--- src/rtl/evg_pkg.sv ---
// ----------------------------------------------------------------------------
// evg_pkg
// shared types and constants of the ellipse vertex generator
// ----------------------------------------------------------------------------
package evg_pkg;

    localparam int MAX_SEGMENTS_DEF = 64;
    localparam int ANGLE_BITS_DEF   = 16;
    localparam int CORDIC_STAGES    = 30;
    localparam int COUNT_W          = 7;
    localparam int INDEX_W          = 6;

    localparam logic signed [33:0] CORDIC_GAIN_Q30 = 34'sd652032874;
    localparam logic signed [33:0] ONE_Q30         = 34'sd1073741824;
    localparam logic [31:0]        PI_FIFTH_Q32    = 32'd2698607541;
    localparam logic [COUNT_W-1:0] MIN_COUNT       = 7'd3;
    localparam logic [COUNT_W-1:0] MAX_DERIVED     = 7'd127;

    localparam logic signed [31:0] ATAN_TURN [CORDIC_STAGES] = '{
        32'sd536870912, 32'sd316933406, 32'sd167458907, 32'sd85004756,
        32'sd42667331, 32'sd21354465, 32'sd10679838, 32'sd5340245,
        32'sd2670163, 32'sd1335087, 32'sd667544, 32'sd333772, 32'sd166886,
        32'sd83443, 32'sd41722, 32'sd20861, 32'sd10430, 32'sd5215,
        32'sd2608, 32'sd1304, 32'sd652, 32'sd326, 32'sd163, 32'sd81,
        32'sd41, 32'sd20, 32'sd10, 32'sd5, 32'sd3, 32'sd1
    };

    typedef struct packed {
        logic signed [31:0]  cx;
        logic signed [31:0]  cy;
        logic [30:0]         rx;
        logic [30:0]         ry;
        logic [COUNT_W-1:0]  n;
        logic [31:0]         step;
    } t_desc;

    typedef struct packed {
        logic signed [31:0]  cx;
        logic signed [31:0]  cy;
        logic [30:0]         rx;
        logic [30:0]         ry;
        logic                last;
        logic [1:0]          quad;
        logic                zero;
    } t_vtx;

endpackage

--- src/rtl/evg_queue.sv ---
// ----------------------------------------------------------------------------
// evg_queue
// two-entry queue of run descriptors between front and back
// ----------------------------------------------------------------------------
module evg_queue import evg_pkg::*; (
    input  logic  i_clk,
    input  logic  i_rst_n,
    input  logic  i_push,
    input  t_desc i_desc,
    output logic  o_full,
    input  logic  i_pop,
    output logic  o_valid,
    output t_desc o_desc
);

    t_desc      r_mem [2];
    logic       r_wp, r_rp;
    logic [1:0] r_count;

    assign o_full  = (r_count == 2'd2);
    assign o_valid = (r_count != 2'd0);
    assign o_desc  = r_mem[r_rp];

    always_ff @(posedge i_clk) begin
        if (i_push) begin
            r_mem[r_wp] <= i_desc;
        end
    end

    always_ff @(posedge i_clk) begin
        if (!i_rst_n) begin
            r_wp    <= 1'b0;
            r_rp    <= 1'b0;
            r_count <= '0;
        end else begin
            if (i_push) begin
                r_wp <= !r_wp;
            end
            if (i_pop) begin
                r_rp <= !r_rp;
            end
            r_count <= r_count + 2'(i_push) - 2'(i_pop);
        end
    end

endmodule

--- config.mk ---
export PLATFORM = sky130hd
export DESIGN_NAME = evg_queue
export DESIGN_NICKNAME = d
export VERILOG_FILES = /design/src/rtl/evg_pkg.sv /design/src/rtl/evg_queue.sv
export SDC_FILE = /design/constraint.sdc
export NUM_CORES = 1
export LEC_CHECK = 0
export BUFFER_PORTS_ARGS = -buffer_cell sky130_fd_sc_hd__buf_4
export CORE_MARGIN = 4
export CORE_UTILIZATION = 38
export CTS_CLUSTER_SIZE = 25
export DETAILED_ROUTE_END_ITERATION = 12
export SLEW_MARGIN = 25
export SYNTH_ARGS = -nofsm -noshare
export SYNTH_HDL_FRONTEND = slang
export SYNTH_SLANG_ARGS = --single-unit
--- constraint.sdc ---
create_clock -name i_clk -period 13 [get_ports i_clk]
set_input_delay 0.65 -clock i_clk [delete_from_list [all_inputs] [get_ports i_clk]]
set_output_delay 0.65 -clock i_clk [all_outputs]
set_load 0.05 [all_outputs]
==> flow_metrics.py <==
metrics = {
    "cts": {
        "clk_path_buf_depth": 3,
        "cts_tree": "yes",
        "ctsHoldBuffers": 0,
        "clock_tree.root_cell": "clkbuf_16",
        "clock-sinks": 335,
        "cts_resized": 0,
        "insertion_delay_ps": 490,
        "cts_setup_buffers": 0,
        "clkTransAtPathRegs_ps": 60,
        "cts_buffers": 37,
        "htreeDepth": 2,
    },
    "floorplanning": {
        "die_w_microns": 187.1,
        "coreArea_sq_mm": 0.03164,
        "initial_core_util": 0.3854,
        "die_y_microns": 187.1,
        "die_area_sq_mm": 0.03501,
        "io_pins": 336,
        "num_rows": 65,
    },
    "logic_synthesis": {
        "seq_area_frac_synth": 0.8210,
        "synth_top_area_share": 0.8128,
        "ys_top_cells_by_count": "edfxtp_1 (330), mux2_2 (165), buf_6 (17)",
        "async_flop_share": 0,
        "synth_cell_types": 13,
        "synth_most_common_cell": "edfxtp_1",
        "synth_area_per_cell_sq_um": 22.83,
        "synth_area_leader_cell": "edfxtp_1",
        "synth-edff-count": 330,
        "yosys_warnings": 0,
        "syn_nets": 705,
        "synth-main-ff-cell": "edfxtp_1",
        "ys_seq_elements": 335,
        "synth_area_sq_mm": 0.01219,
        "ys_top_cells_by_area": "edfxtp_1 (81%), mux2_2 (15%), buf_6 (1.6%), dfxtp_1 (0.82%), and2_1 (0.21%)",
        "syn-instance-count": 534,
    },
    "place": {
        "hpwlAfterDp_microns": 16540,
        "port_buffers": 335,
        "routabilityCongestion": 0.7365,
    },
    "run_status": {
        "status": "complete, no violations",
    },
    "worst_setup_path": {
        "cp_data_required_time_ps": 12350,
        "rr_endpoint": "r_mem[0][75]",
        "reg2reg_slack_ps": 10670,
        "cp-start-kind": "flip-flop",
        "reg2regPathDepth": 3,
        "crit_path_end_kind": "output pin",
        "reg2reg_from": "r_wp",
        "worstPathMaxFanout": 65,
        "critPathArrivalTime_ps": 2770,
        "worstSetupPathType": "reg -> out",
    },
    "sta": {
        "relSlewSlack": 0.3892,
        "fin_worst_skew_ps": 11.43,
        "hold_viol_final": 0,
        "grt_setup_unrepaired": "false",
        "fmax_ghz": 0.2925,
        "fin_crit_ps": 3419,
        "tns_ps": 0,
        "finalSetupViolations": 0,
        "max_slew.worst_pin.slew_ps": 916.3,
        "slew_viol_final": 0,
        "period_share": 0.2630,
    },
    "global_routing": {
        "grt_max_degree": 66,
        "first_global_vias": 6686,
        "antenna_found_initial": 0,
        "grt_pass1_wl_microns": 38670,
        "track_usage": 0.1396,
        "grt.overflow.total": 0,
    },
    "detailed_routing": {
        "viasPerCell": 4.713,
        "vias": 6235,
        "antenna_left": 0,
        "wl_microns": 25630,
        "wire_per_inst_microns": 19.37,
        "firstDrtPassIters": 6,
        "drtIter0Drc": 310,
        "drc": 0,
    },
    "hold_path": {
        "min_from": "i_desc[109]",
        "worstHoldEndpoint": "r_mem[0][109]",
        "whs_path_depth": 1,
        "hold_class": "in -> reg",
    },
    "job": {
        "drv_cap": 0,
    },
    "final_layout": {
        "drive_gt1_frac": 0.6037,
        "post-route-util": 0.5117,
        "fill_cells": 2652,
        "nNetsFinal": 1068,
        "syn_to_final_growth_pct": 32.78,
        "diodes": 0,
    },
    "pwr": {
        "powerDensity_mw_per_mm2": 165.7,
        "ir_drop_v": 0.0001048,
        "cellLeakagePower_nw": 6.020,
    },
}
routing by layer:
metal,vias up,routed length (microns),part of all wire,global-route usage
li1,2845,-,-,-
met3,45,2527,0.099,0.05879
met2,249,11770,0.46,0.2202
met5,-,0,0,0
met4,0,586,0.023,0.04124
met1,3096,10750,0.42,0.1774
worst max-delay path: stages (launching register included):
cell and delay (ps):
dfxtp_4 800, buf_4 780, mux2_2 430, buf_4 190
cell type report:
cell class	instances	area, sq um	share of cell area
multi-input combinational	179	1988	0.1228
clock inverter	20	160.2	0.009893
clock buffer	43	948.4	0.05859
timing repair buffer	342	2567	0.1586
tap	402	503.0	0.03107
inverter	2	7.507	0.0004638
sequential	335	10010	0.6186
kinds of logic after synthesis:
group / after synthesis / synth area share
and+or+nand+nor: 9 / 0.004618
xor gates and xnor gates: 2 / 0.002566
buffers and inverters: 20 / 0.01673
muxes: 165 / 0.1524
DFF: 335 / 0.8210
adders and majority gates: 2 / 0.002052
AOI/OAI and AO/OA: 1 / 0.0006160
worst max path at each step:
| stage | from | to | slack, ps | cells after the start |
|---|---|---|---|---|
| after floorplan | i_push | r_mem[0][0] | 4480 | 1 |
| after global placement | flip-flop | o_desc[35] | 10050 | 3 |
| after detailed placement | flip-flop | o_desc[49] | 10050 | 3 |
| after CTS | flip-flop | o_desc[49] | 9500 | 3 |
| after global routing | flip-flop | o_desc[92] | 9410 | 3 |
| final | flip-flop | o_desc[49] | 9580 | 3 |
power by group:
| group | internal, mW | switching (mW) | total [mW] |
|---|---|---|---|
| Clock | 0.577 | 0.385 | 0.961 |
| Combinational | 0.159 | 0.293 | 0.453 |
| Sequential | 1.25 | 0.0177 | 1.27 |
| Total | 1.99 | 0.696 | 2.68 |
layout by cell type (no fill, tap or decap), drive strengths merged:
cell type / Yosys / layout
and2: 4 / 4
buf: 18 / 342
bufinv: 0 / 3
clkbuf: 0 / 43
clkinv: 0 / 17
dfxtp: 5 / 5
edfxtp: 330 / 330
ha: 2 / 2
inv: 2 / 2
mux2: 165 / 165
nor2b: 4 / 4
o21a: 1 / 1
or2: 1 / 1
xnor3: 1 / 1
xor2: 1 / 1
registers in the layout, indices dropped and copies added (netlist names), named ones only:
| signal | flops |
|---|---|
| r_count | 2 |
| r_rp | 1 |
| r_mem | 330 |
| r_wp | 1 |
metrics by stage:
| stage | total power [mW] | std cells | hold WS, ps | instance area (sq um) | setup slack [ps] |
|---|---|---|---|---|---|
| after floorplan | 1.607 | 534 | 554.6 | 12190 | 4479 |
| after global placement | 1.745 | 1260 | 568.6 | 15080 | 10050 |
| after detailed placement | 1.748 | 1260 | 574.8 | 15080 | 10050 |
| after CTS | 2.722 | 1323 | 301.4 | 16190 | 9498 |
| after global routing | 2.791 | 1323 | 301.3 | 16190 | 9411 |
| final | 2.682 | 1323 | 336.9 | 16190 | 9581 |
Note: power is estimated with default switching activity, not from simulation.
