`src/rtl/evg_pkg.sv`:
```
// ----------------------------------------------------------------------------
// evg_pkg
// shared types and constants of the ellipse vertex generator
// ----------------------------------------------------------------------------
package evg_pkg;

    localparam int MAX_SEGMENTS_DEF = 64;
    localparam int ANGLE_BITS_DEF   = 16;
    localparam int CORDIC_STAGES    = 30;
    localparam int COUNT_W          = 7;
    localparam int INDEX_W          = 6;

    localparam logic signed [33:0] CORDIC_GAIN_Q30 = 34'sd652032874;
    localparam logic signed [33:0] ONE_Q30         = 34'sd1073741824;
    localparam logic [31:0]        PI_FIFTH_Q32    = 32'd2698607541;
    localparam logic [COUNT_W-1:0] MIN_COUNT       = 7'd3;
    localparam logic [COUNT_W-1:0] MAX_DERIVED     = 7'd127;

    localparam logic signed [31:0] ATAN_TURN [CORDIC_STAGES] = '{
        32'sd536870912, 32'sd316933406, 32'sd167458907, 32'sd85004756,
        32'sd42667331, 32'sd21354465, 32'sd10679838, 32'sd5340245,
        32'sd2670163, 32'sd1335087, 32'sd667544, 32'sd333772, 32'sd166886,
        32'sd83443, 32'sd41722, 32'sd20861, 32'sd10430, 32'sd5215,
        32'sd2608, 32'sd1304, 32'sd652, 32'sd326, 32'sd163, 32'sd81,
        32'sd41, 32'sd20, 32'sd10, 32'sd5, 32'sd3, 32'sd1
    };

    typedef struct packed {
        logic signed [31:0]  cx;
        logic signed [31:0]  cy;
        logic [30:0]         rx;
        logic [30:0]         ry;
        logic [COUNT_W-1:0]  n;
        logic [31:0]         step;
    } t_desc;

    typedef struct packed {
        logic signed [31:0]  cx;
        logic signed [31:0]  cy;
        logic [30:0]         rx;
        logic [30:0]         ry;
        logic                last;
        logic [1:0]          quad;
        logic                zero;
    } t_vtx;

endpackage

```
`src/rtl/evg_front.sv`:
```
// ----------------------------------------------------------------------------
// evg_front
// takes input words, derives the vertex count and the angle step
// ----------------------------------------------------------------------------
module evg_front import evg_pkg::*; #(
    parameter int MAX_SEGMENTS = MAX_SEGMENTS_DEF
) (
    input  logic               i_clk,
    input  logic               i_rst_n,
    input  logic               i_valid,
    output logic               o_stall,
    input  logic signed [31:0] i_center_x,
    input  logic signed [31:0] i_center_y,
    input  logic [30:0]        i_radius_x,
    input  logic [30:0]        i_radius_y,
    input  logic [6:0]         i_segment_count,
    output logic               o_push,
    output t_desc              o_desc,
    input  logic               i_full
);

    typedef enum logic [2:0] {S_IDLE, S_MUL, S_CNT, S_DIV, S_PUSH} t_state;

    t_state             r_state;
    logic signed [31:0] r_cx, r_cy;
    logic [30:0]        r_rx, r_ry;
    logic [6:0]         r_cnt_in;
    logic [62:0]        r_prod;
    logic [COUNT_W-1:0] r_n;
    logic [COUNT_W-1:0] r_rem;
    logic [31:0]        r_q;
    logic [5:0]         r_bit;

    logic [30:0]        rmax;
    logic [14:0]        d;
    logic [COUNT_W-1:0] derived, n_pick, n_sat;
    logic [COUNT_W:0]   shifted;
    logic               q_bit;

    assign rmax    = (r_rx > r_ry) ? r_rx : r_ry;
    assign d       = r_prod[62:48];
    assign derived = (d < 15'(MIN_COUNT)) ? MIN_COUNT :
                     ((d > 15'(MAX_DERIVED)) ? MAX_DERIVED : d[COUNT_W-1:0]);
    assign n_pick  = (r_cnt_in == '0) ? derived : r_cnt_in;
    assign n_sat   = (n_pick > COUNT_W'(MAX_SEGMENTS)) ? COUNT_W'(MAX_SEGMENTS) : n_pick;
    assign shifted = {r_rem, (r_bit == 6'd32)};
    assign q_bit   = (shifted >= {1'b0, r_n});

    assign o_stall = (r_state != S_IDLE);
    assign o_push  = (r_state == S_PUSH) && !i_full;
    assign o_desc  = '{cx: r_cx, cy: r_cy, rx: r_rx, ry: r_ry, n: r_n, step: r_q};

    always_ff @(posedge i_clk) begin
        if (!i_rst_n) begin
            r_state <= S_IDLE;
        end else begin
            case (r_state)
                S_IDLE: begin
                    if (i_valid) begin
                        r_cx     <= i_center_x;
                        r_cy     <= i_center_y;
                        r_rx     <= i_radius_x;
                        r_ry     <= i_radius_y;
                        r_cnt_in <= i_segment_count;
                        r_state  <= S_MUL;
                    end
                end
                S_MUL: begin
                    r_prod  <= 63'(rmax) * 63'(PI_FIFTH_Q32);
                    r_state <= S_CNT;
                end
                S_CNT: begin
                    r_n   <= n_sat;
                    r_rem <= '0;
                    r_bit <= 6'd32;
                    if (r_rx == '0 && r_ry == '0) begin
                        r_state <= S_IDLE;
                    end else begin
                        r_state <= S_DIV;
                    end
                end
                S_DIV: begin
                    r_rem <= q_bit ? COUNT_W'(shifted - {1'b0, r_n}) : shifted[COUNT_W-1:0];
                    r_q   <= {r_q[30:0], q_bit};
                    r_bit <= r_bit - 6'd1;
                    if (r_bit == '0) begin
                        r_state <= S_PUSH;
                    end
                end
                S_PUSH: begin
                    if (!i_full) begin
                        r_state <= S_IDLE;
                    end
                end
                default: begin
                    r_state <= S_IDLE;
                end
            endcase
        end
    end

endmodule

```
`config.mk`:
```
export PLATFORM = sky130hd
export DESIGN_NAME = evg_front
export DESIGN_NICKNAME = d
export VERILOG_FILES = /design/src/rtl/evg_pkg.sv /design/src/rtl/evg_front.sv
export SDC_FILE = /design/constraint.sdc
export NUM_CORES = 1
export LEC_CHECK = 0
export ABC_AREA = 1
export BUFFER_PORTS_ARGS = -buffer_cell sky130_fd_sc_hd__buf_4
export CORE_ASPECT_RATIO = 0.6
export CORE_MARGIN = 4
export CORE_UTILIZATION = 56
export DETAILED_ROUTE_END_ITERATION = 7
export PLACE_DENSITY = 0.8
export SLEW_MARGIN = 0
export SYNTH_ARGS = -nofsm -noshare
export SYNTH_HDL_FRONTEND = slang
export SYNTH_SLANG_ARGS = --single-unit
```
`constraint.sdc`:
```
create_clock -name i_clk -period 11.8 [get_ports i_clk]
set_clock_uncertainty 0.15 [all_clocks]
set_input_delay 2.36 -clock i_clk [delete_from_list [all_inputs] [get_ports i_clk]]
set_output_delay 2.36 -clock i_clk [all_outputs]
set_load 0.1 [all_outputs]
```
==> results of run 1 <==
==> worst paths after layout <==
| kind | end | cells after the start |
|---|---|---|
| setup / recovery | r_prod[55]$_DFFE_PP_ | 34 |
| hold / removal | r_q[11]$_DFFE_PP_ | 0 |
| setup reg to reg | r_prod[55]$_DFFE_PP_ | 34 |
| hold reg to reg | r_q[11]$_DFFE_PP_ | 0 |
==> sequential cells by signal, indices dropped and copies added, names as in the netlist <==
name,cells
r_ry,31
r_state,3
r_rem,7
r_cx,32
r_rx,31
r_q,32
r_cy,32
r_cnt_in,7
r_prod,15
r_n,7
r_bit,6
==> synthesized netlist by cell type <==
master	n	share of area
o31a_1	1	0.00033
o21a_1	4	0.0011
xnor2_1	2	0.00065
nand2_2	2	0.00047
nor3b_1	2	0.00056
edfxtp_1	200	0.22
buf_2	11	0.0021
and2_1	2	0.00047
a21oi_1	77	0.014
fa_1	418	0.31
clkinv_1	1	0.00014
inv_2	3	0.00042
xor2_1	3	0.00098
o31ai_1	1	0.00028
inv_1	825	0.12
nor4_1	14	0.0033
nor3_2	1	0.00037
nand3b_1	16	0.0045
o21bai_1	11	0.0031
buf_4	2	0.00056
clkbuf_1	3	0.00042
nand4_2	1	0.00047
buf_6	3	0.0013
nor2_2	3	0.00070
a31oi_1	2	0.00047
o21ai_0	21	0.0039
ha_1	370	0.17
a21o_1	3	0.00084
nor2_1	154	0.022
a211oi_1	1	0.00028
nand4_1	16	0.0037
nor3_1	27	0.0050
nand2_1	569	0.080
o21ai_1	7	0.0013
and3_1	1	0.00023
nand3_1	112	0.021
dfxtp_1	3	0.0022
o211ai_1	1	0.00028
==> critical path, delay by kind of cell (launching register included) <==
family,cells,cell delay [ns]
flip-flops,1,0.54
adder cells (fa/ha/maj),10,4.63
AND/OR/NAND/NOR,17,2.93
buffers and inverters,7,0.95
==> per-layer routing <==
metal / vias up / wire [um] / global-route usage
met4: 0 / 1330 / 0.0442
met2: 1142 / 36200 / 0.477
met3: 78 / 12600 / 0.147
li1: 9434 / - / -
met1: 10300 / 40100 / 0.521
met5: - / 0 / 0
==> cell type report <==
| class | count | area, um2 |
|---|---|---|
| Timing Repair Buffer | 312 | 2340 |
| Fill cell | 3854 | 16300 |
| Clock inverter | 15 | 193 |
| Multi-Input combinational cell | 1842 | 17600 |
| Tap cell | 630 | 788 |
| Clock buffer | 22 | 529 |
| Sequential cell | 203 | 6070 |
| Inverter | 829 | 3110 |
==> cells by family (layout without fill, tap and decap cells) <==
family	count (synthesis)	in the layout
adders and majority gates	788	788
xor gates and xnor gates	5	5
and+or+nand+nor	920	920
buffers and inverters	848	1178
AOI/OAI and AO/OA	129	129
DFF	203	203
==> through the flow <==
stage / hold WS (ns) / cell area [um2] / setup WS (ns)
3_5_place_dp: 0.288 / 29900 / 2.51
6_report: 0.303 / 30600 / 2.35
4_1_cts: 0.306 / 30600 / 2.44
5_1_grt: 0.309 / 30600 / 1.87
2_1_floorplan: 0.374 / 26800 / 3.25
3_3_place_gp: 0.283 / 29900 / 2.43
==> metrics.cfg, run 1 <==
[status]
status = finished clean

[floorplanning]
pin_count = 304
rows = 61
die-area_um2 = 51600
die_w_um = 291
initial_core_util = 0.573
design.core.area_um2 = 46900
die_y_um = 178

[routing]
wire_per_inst_um = 23.4
drt_first_pass_iters = 7
route.vias.total = 20900
drcViolationCount = 0
drt_iter0_markers = 2082
ant_nets = 0
vias_per_cell = 5.43
routed_wl_um = 90200

[cts]
clockRootBuffer = clkbuf_16
hold_buffers = 0
cts_resized = 0
cts_tree = done
clock_latency_ns = 0.53
postCtsSetupBuffers = 0
cts_buffer_depth = 3
clk_pin_slew_ns = 0.07
cts_num_sinks = 203
cts_buffers = 21
cts_max_level = 1

[timing]
grt_setup_unrepaired = false
finalHoldViolations = 0
slew_viol_final = 0
setup_violations = 0
finalCritPeriodShare = 0.801
setup_tns_ns = 0
max_freq_ghz = 0.106
tightest_slew_ns = 1.12
slew_headroom = 0.248
period_needed_ns = 9.45

[setup_path]
slowest_stage = fa_1
crit_path_frequent_cell = nand2_1
crit_path_start_kind = flop
cp-end-kind = flop
crit_type = reg2reg
cp_max_fo = 32
critPathRequiredTime_ns = 11.94
slowest_delay_ns = 0.57
cp.arrival_ns = 9.59
crit_start = r_rx[25]$_DFFE_PP_
r2r_slack_ns = 2.35
worst_r2r_startpoint = r_rx[25]$_DFFE_PP_

[run]
drv_cap = 0

[layout]
mostFrequentLayoutCells = inv_1, nand2_1, fa_1
fin_nets = 4134
fin_cells = 3853
area_growth_pct = 14.0
final_common_cell = inv_1
antenna_cells = 0
drive_gt1_frac = 0.111
post-route-util = 0.653

[grt]
antenna_found_initial = 1
grt_first_pass_wirelength_um = 132000
grt_max_degree = 86
overflow = 0
first_global_vias = 21100
globalRouteTotalUtil = 0.346

[logic_synthesis]
syn_area_per_cell_um2 = 9.28
synth_nets = 3818
synth-simple-area-share = 0.142
synth_top_family_by_area = adder cells
synth_fa_ha_area_frac = 0.484
ys_seq_elements = 203
synth-seq-area-share = 0.226
synth_cell_type_count = 38
syn_area_um2 = 26800
synth_compound_area_frac = 0.0262
synth_mux_area_frac = 0
yosys_warnings = 0
synthXorXnorAreaFrac = 0.00163
syn_inst = 2893

[placed_design]
dpl.cell_count = 3816
gp_congestion = 1.09
hpwl_um = 79200
port_buffers = 303

[min_path]
min_path_type = reg2reg
worstHoldStart = r_q[10]$_DFFE_PP_

Power of run 1 is left out: the tool's default activity adds up to more than one toggle a clock period on the data nets, which glitch-free logic cannot reach.
==> run 2: changes to the inputs <==
CORE_UTILIZATION = 60   (was 56)
PLACE_DENSITY = 0.82   (was 0.8)
clock period = 9.15 ns   (was 11.8 ns; I/O delays follow)
==> run 2 against run 1 <==
Design area is 0.94% higher. Largest cell class unchanged. Via count rose by 1.1%. Wire length shrank 1.8%. Clock-buffer cell count unchanged. Setup slack lost 1.9 ns.
==> metrics.cfg, run 2 (synthesized netlist as in run 1, its figures left out) <==
[timing]
period_needed_ns = 8.74  ; was 9.45 ns
holdWs_ns = 0.305  ; was 0.303 ns
finalHoldViolations = 0  ; unchanged
setup_tns_ns = 0  ; unchanged
max_freq_ghz = 0.114  ; was 0.106 GHz
tightest_slew_ns = 1.21  ; was 1.12 ns
slew_viol_final = 0  ; unchanged
setup_violations = 0  ; unchanged
slew_headroom = 0.193  ; was 0.248
grt_setup_unrepaired = false  ; unchanged
finalCritPeriodShare = 0.955  ; was 0.801

[layout]
multi_input_area_um2 = 17600  ; about the same
post-route-util = 0.706  ; was 0.653
seqCellArea_um2 = 6070  ; unchanged
area_growth_pct = 15.1  ; was 14.0%
fin_nets = 4180  ; was 4134
reg_top3 = r_cx x32, r_cy x32, r_q x32  ; unchanged
mostFrequentLayoutCells = inv_1, nand2_1, fa_1  ; unchanged
final_common_cell = inv_1  ; unchanged
drive_gt1_frac = 0.127  ; was 0.111
n_fill_cell = 3369  ; was 3854
antenna_cells = 0  ; unchanged

[grt]
grt_max_degree = 65  ; was 86
grt_first_pass_wirelength_um = 130000  ; was 132000 um
first_global_vias = 21500  ; was 21100
overflow = 0  ; unchanged
antenna_found_initial = 0  ; was 1
globalRouteTotalUtil = 0.366  ; was 0.346

[cts]
cts_buffer_depth = 3  ; unchanged
cts_num_sinks = 203  ; unchanged
clk_pin_slew_ns = 0.07  ; about the same
clockRootBuffer = clkbuf_16  ; unchanged
cts_max_level = 1  ; unchanged
cts_buffers = 21  ; unchanged
clock_latency_ns = 0.55  ; was 0.53 ns
cts_tree = done  ; unchanged
hold_buffers = 0  ; unchanged

[setup_path]
r2r_slack_ns = 0.41  ; was 2.35 ns
worst-path-stages = 37  ; was 34
crit_path_start_kind = flop  ; unchanged
cp_max_fo = 58  ; was 32
slowest_delay_ns = 0.64  ; was 0.57 ns
cp-end-kind = flop  ; unchanged
reg2reg_depth = 37  ; was 34
slowest_stage = fa_2  ; was fa_1
crit_type = reg2reg  ; unchanged
cpLargestDelayFamily = adder cells  ; unchanged
crit_buf_inv = 9  ; was 7
crit_path_frequent_cell = nand2_1  ; unchanged
critPathRequiredTime_ns = 9.30  ; was 11.94 ns
cp.arrival_ns = 8.89  ; was 9.59 ns

[placed_design]
gp_congestion = 1.07  ; was 1.09
hpwl_um = 78000  ; was 79200 um
port_buffers = 303  ; unchanged

[routing]
vias_per_cell = 5.50  ; was 5.43
route.vias.total = 21100  ; was 20900
drt_iter0_markers = 2213  ; was 2082
routed_wl_um = 88600  ; was 90200 um
ant_nets = 0  ; unchanged
drcViolationCount = 0  ; unchanged
drt_first_pass_iters = 6  ; was 7
wire_per_inst_um = 23.0  ; was 23.4 um

[floorplanning]
design.core.area_um2 = 43800  ; was 46900 um2
rows = 59  ; was 61
initial_core_util = 0.613  ; was 0.573
die_w_um = 281  ; was 291 um
die_y_um = 172  ; was 178 um
pin_count = 304  ; unchanged
die-area_um2 = 48300  ; was 51600 um2

[min_path]
min_path_type = reg2reg  ; unchanged
min_path_cells = 0  ; unchanged

[run]
drv_cap = 0  ; unchanged

[status]
status = finished clean  ; unchanged

[run 2: cell count changes in the layout (fill, tap and decap cells not counted), sizes merged]
cell and change:
buf +46, bufinv -2, clkinv +2, clkinvlp -1
[run 2: area by class of cell]
cell class,instances,area share
multi-input cells,1842,0.570
clock buffers,22,0.0171
repair buffers,358,0.0875
inverters,829,0.101
clock inverters,14,0.00442
well taps,579,0.0235
flip-flops and latches,203,0.196
[run 2: through the flow]
step | area (um2) | setup WS (ns) | cells
after floorplan | 26800 | 0.599 | 2893
after global placement | 30100 | 0.121 | 3805
after detailed placement | 30100 | 0.0973 | 3805
after CTS | 30800 | 0.0658 | 3841
after global routing | 30900 | 0.0112 | 3847
final | 30900 | 0.411 | 3847
[run 2: worst paths after layout]
check                                  startpoint                    to
worst max-delay path            r_rx[6]$_DFFE_PP_  r_prod[62]$_DFFE_PP_
worst max register to register  r_rx[6]$_DFFE_PP_  r_prod[62]$_DFFE_PP_
worst min-delay path            r_q[17]$_DFFE_PP_     r_q[18]$_DFFE_PP_
worst min register to register  r_q[17]$_DFFE_PP_     r_q[18]$_DFFE_PP_
[run 2: metal layers]
metal,global-route usage,up-vias,part of all wire
met5,0.00986,-,0.00073
met4,0.0722,2,0.022
met3,0.192,125,0.15
met2,0.510,1180,0.40
met1,0.514,10300,0.42
li1,-,9531,-
[run 2: timing repair]
action	CTS	global route
hold endpoints to repair	0	0
endpoints found under the setup margin	0	15
buffers inserted	0	6
gates resized for setup	0	16
Power of run 2 is left out for the same reason.
==> run 3: changes to the inputs <==
MAX_ROUTING_LAYER = met4   (was not set)
==> run 3 against run 2 <==
Setup slack got worse by 0.027 ns. Via count increased by 0.38%. Clock-buffer cell count increased by 2. Non-clock buffer count decreased by 3. Maximum frequency decreased by 0.31%. Sequential share of layout area about the same. Critical endpoint is now r_prod[61]$_DFFE_PP_. Largest cell class unchanged.
==> metrics.cfg, run 3 (synthesized netlist as in run 1, its figures left out) <==
[status]
status = finished clean  ; unchanged

[placed_design]
place_area_um2 = 30100  ; about the same
gp_congestion = 1.18  ; was 1.07
port_buffers = 303  ; unchanged
hpwl_um = 78600  ; was 78000 um

[cts]
clock_latency_ns = 0.53  ; was 0.55 ns
cts_max_level = 1  ; unchanged
clockRootBuffer = clkbuf_16  ; unchanged
cts_tree = done  ; unchanged
clk_pin_slew_ns = 0.07  ; about the same
cts_buffers = 21  ; unchanged
cts_num_sinks = 203  ; unchanged
cts_buffer_depth = 3  ; unchanged

[setup_path]
crit_path_frequent_cell = nand2_1  ; unchanged
crit_path_start_kind = flop  ; unchanged
cp_max_fo = 27  ; was 58
crit_buf_inv = 9  ; unchanged
slowest_delay_ns = 0.56  ; was 0.64 ns
slowest_stage = fa_1  ; was fa_2
critPathRequiredTime_ns = 9.29  ; was 9.30 ns
cp-end-kind = flop  ; unchanged
cpLargestDelayFamily = adder cells  ; unchanged
crit_type = reg2reg  ; unchanged
cp.arrival_ns = 8.91  ; was 8.89 ns

[grt]
grt_first_pass_wirelength_um = 131000  ; was 130000 um
grt_max_degree = 81  ; was 65
overflow = 0  ; unchanged
antenna_found_initial = 4  ; was 0
globalRouteTotalUtil = 0.380  ; was 0.366
first_global_vias = 21300  ; was 21500

[floorplanning]
rows = 59  ; unchanged
die_w_um = 281  ; unchanged
die-area_um2 = 48300  ; unchanged
initial_core_util = 0.613  ; unchanged
die_y_um = 172  ; unchanged
design.core.area_um2 = 43800  ; unchanged
pin_count = 304  ; unchanged

[routing]
wire_per_inst_um = 23.0  ; about the same
vias_per_cell = 5.52  ; was 5.50
routed_wl_um = 88400  ; was 88600 um
drcViolationCount = 0  ; unchanged
drt_first_pass_iters = 6  ; unchanged
route.vias.total = 21200  ; was 21100
ant_nets = 0  ; unchanged
drt_iter0_markers = 2254  ; was 2213

[timing]
slew_viol_final = 0  ; unchanged
finalHoldViolations = 0  ; unchanged
setup_violations = 0  ; unchanged
period_needed_ns = 8.77  ; was 8.74 ns
grt_setup_unrepaired = true  ; was false
tightest_slew_ns = 1.21  ; about the same
max_freq_ghz = 0.114  ; about the same
slew_headroom = 0.187  ; was 0.193
finalCritPeriodShare = 0.958  ; was 0.955
holdWs_ns = 0.302  ; was 0.305 ns

[layout]
mostFrequentLayoutCells = inv_1, nand2_1, fa_1  ; unchanged
final_common_cell = inv_1  ; unchanged
post-route-util = 0.704  ; was 0.706
area_growth_pct = 14.8  ; was 15.1%
reg_top3 = r_cx x32, r_cy x32, r_q x32  ; unchanged
drive_gt1_frac = 0.124  ; was 0.127
fin_area_um2 = 30800  ; was 30900 um2
fin_nets = 4177  ; was 4180

[run]
drv_cap = 0  ; unchanged

[min_path]
min_path_type = reg2reg  ; unchanged

==> run 3: cell count changes in the layout (fill, tap and decap cells not counted), sizes merged <==
cell	delta
diode	+3
clkbuf	+2
clkinv	-3
inv	+1
buf	-3
clkinvlp	+3
bufinv	-2
==> run 3: worst paths after layout <==
check | slack (ns) | to | cells past startpoint | startpoint
worst max-delay path | 0.38 | r_prod[61]$_DFFE_PP_ | 36 | r_ry[21]$_DFFE_PP_
worst min-delay path | 0.30 | r_q[10]$_DFFE_PP_ | 0 | r_q[9]$_DFFE_PP_
worst max register to register | 0.38 | r_prod[61]$_DFFE_PP_ | 36 | r_ry[21]$_DFFE_PP_
worst min register to register | 0.30 | r_q[10]$_DFFE_PP_ | 0 | r_q[9]$_DFFE_PP_
==> run 3: per-stage QoR <==
stage / setup WS (ns) / setup TNS [ns] / cells
after floorplan: 0.599 / 0 / 2893
after global placement: 0.439 / 0 / 3804
after detailed placement: 0.384 / 0 / 3804
after CTS: 0.370 / 0 / 3841
after global routing: -0.00783 / -0.0173 / 3848
final: 0.384 / 0 / 3848
==> run 3: layout make-up <==
class                   count  area [um2]
fillers                  3321       13000
diodes                      3        7.51
clock inverters            13        80.1
well taps                 579         724
inverters                 829        3110
flip-flops and latches    203        6070
clock buffers              24         537
repair buffers            355        2700
multi-input cells        1842       17600
==> run 3: what timing repair did <==
action,4_1_cts,5_1_grt
hold buffers,0,0
endpoints found under the setup margin,0,15
resized for setup,0,7
buffers inserted,0,4
hold endpoints to repair,0,0
==> run 3: routing by layer <==
layer  share of wire  routed length, um  GRT usage
met4           0.017               1550     0.0528
met1            0.43              38100      0.556
met3            0.15              13700      0.169
met5               0                  0          -
met2            0.40              35000      0.497
Power of run 3 is left out for the same reason.
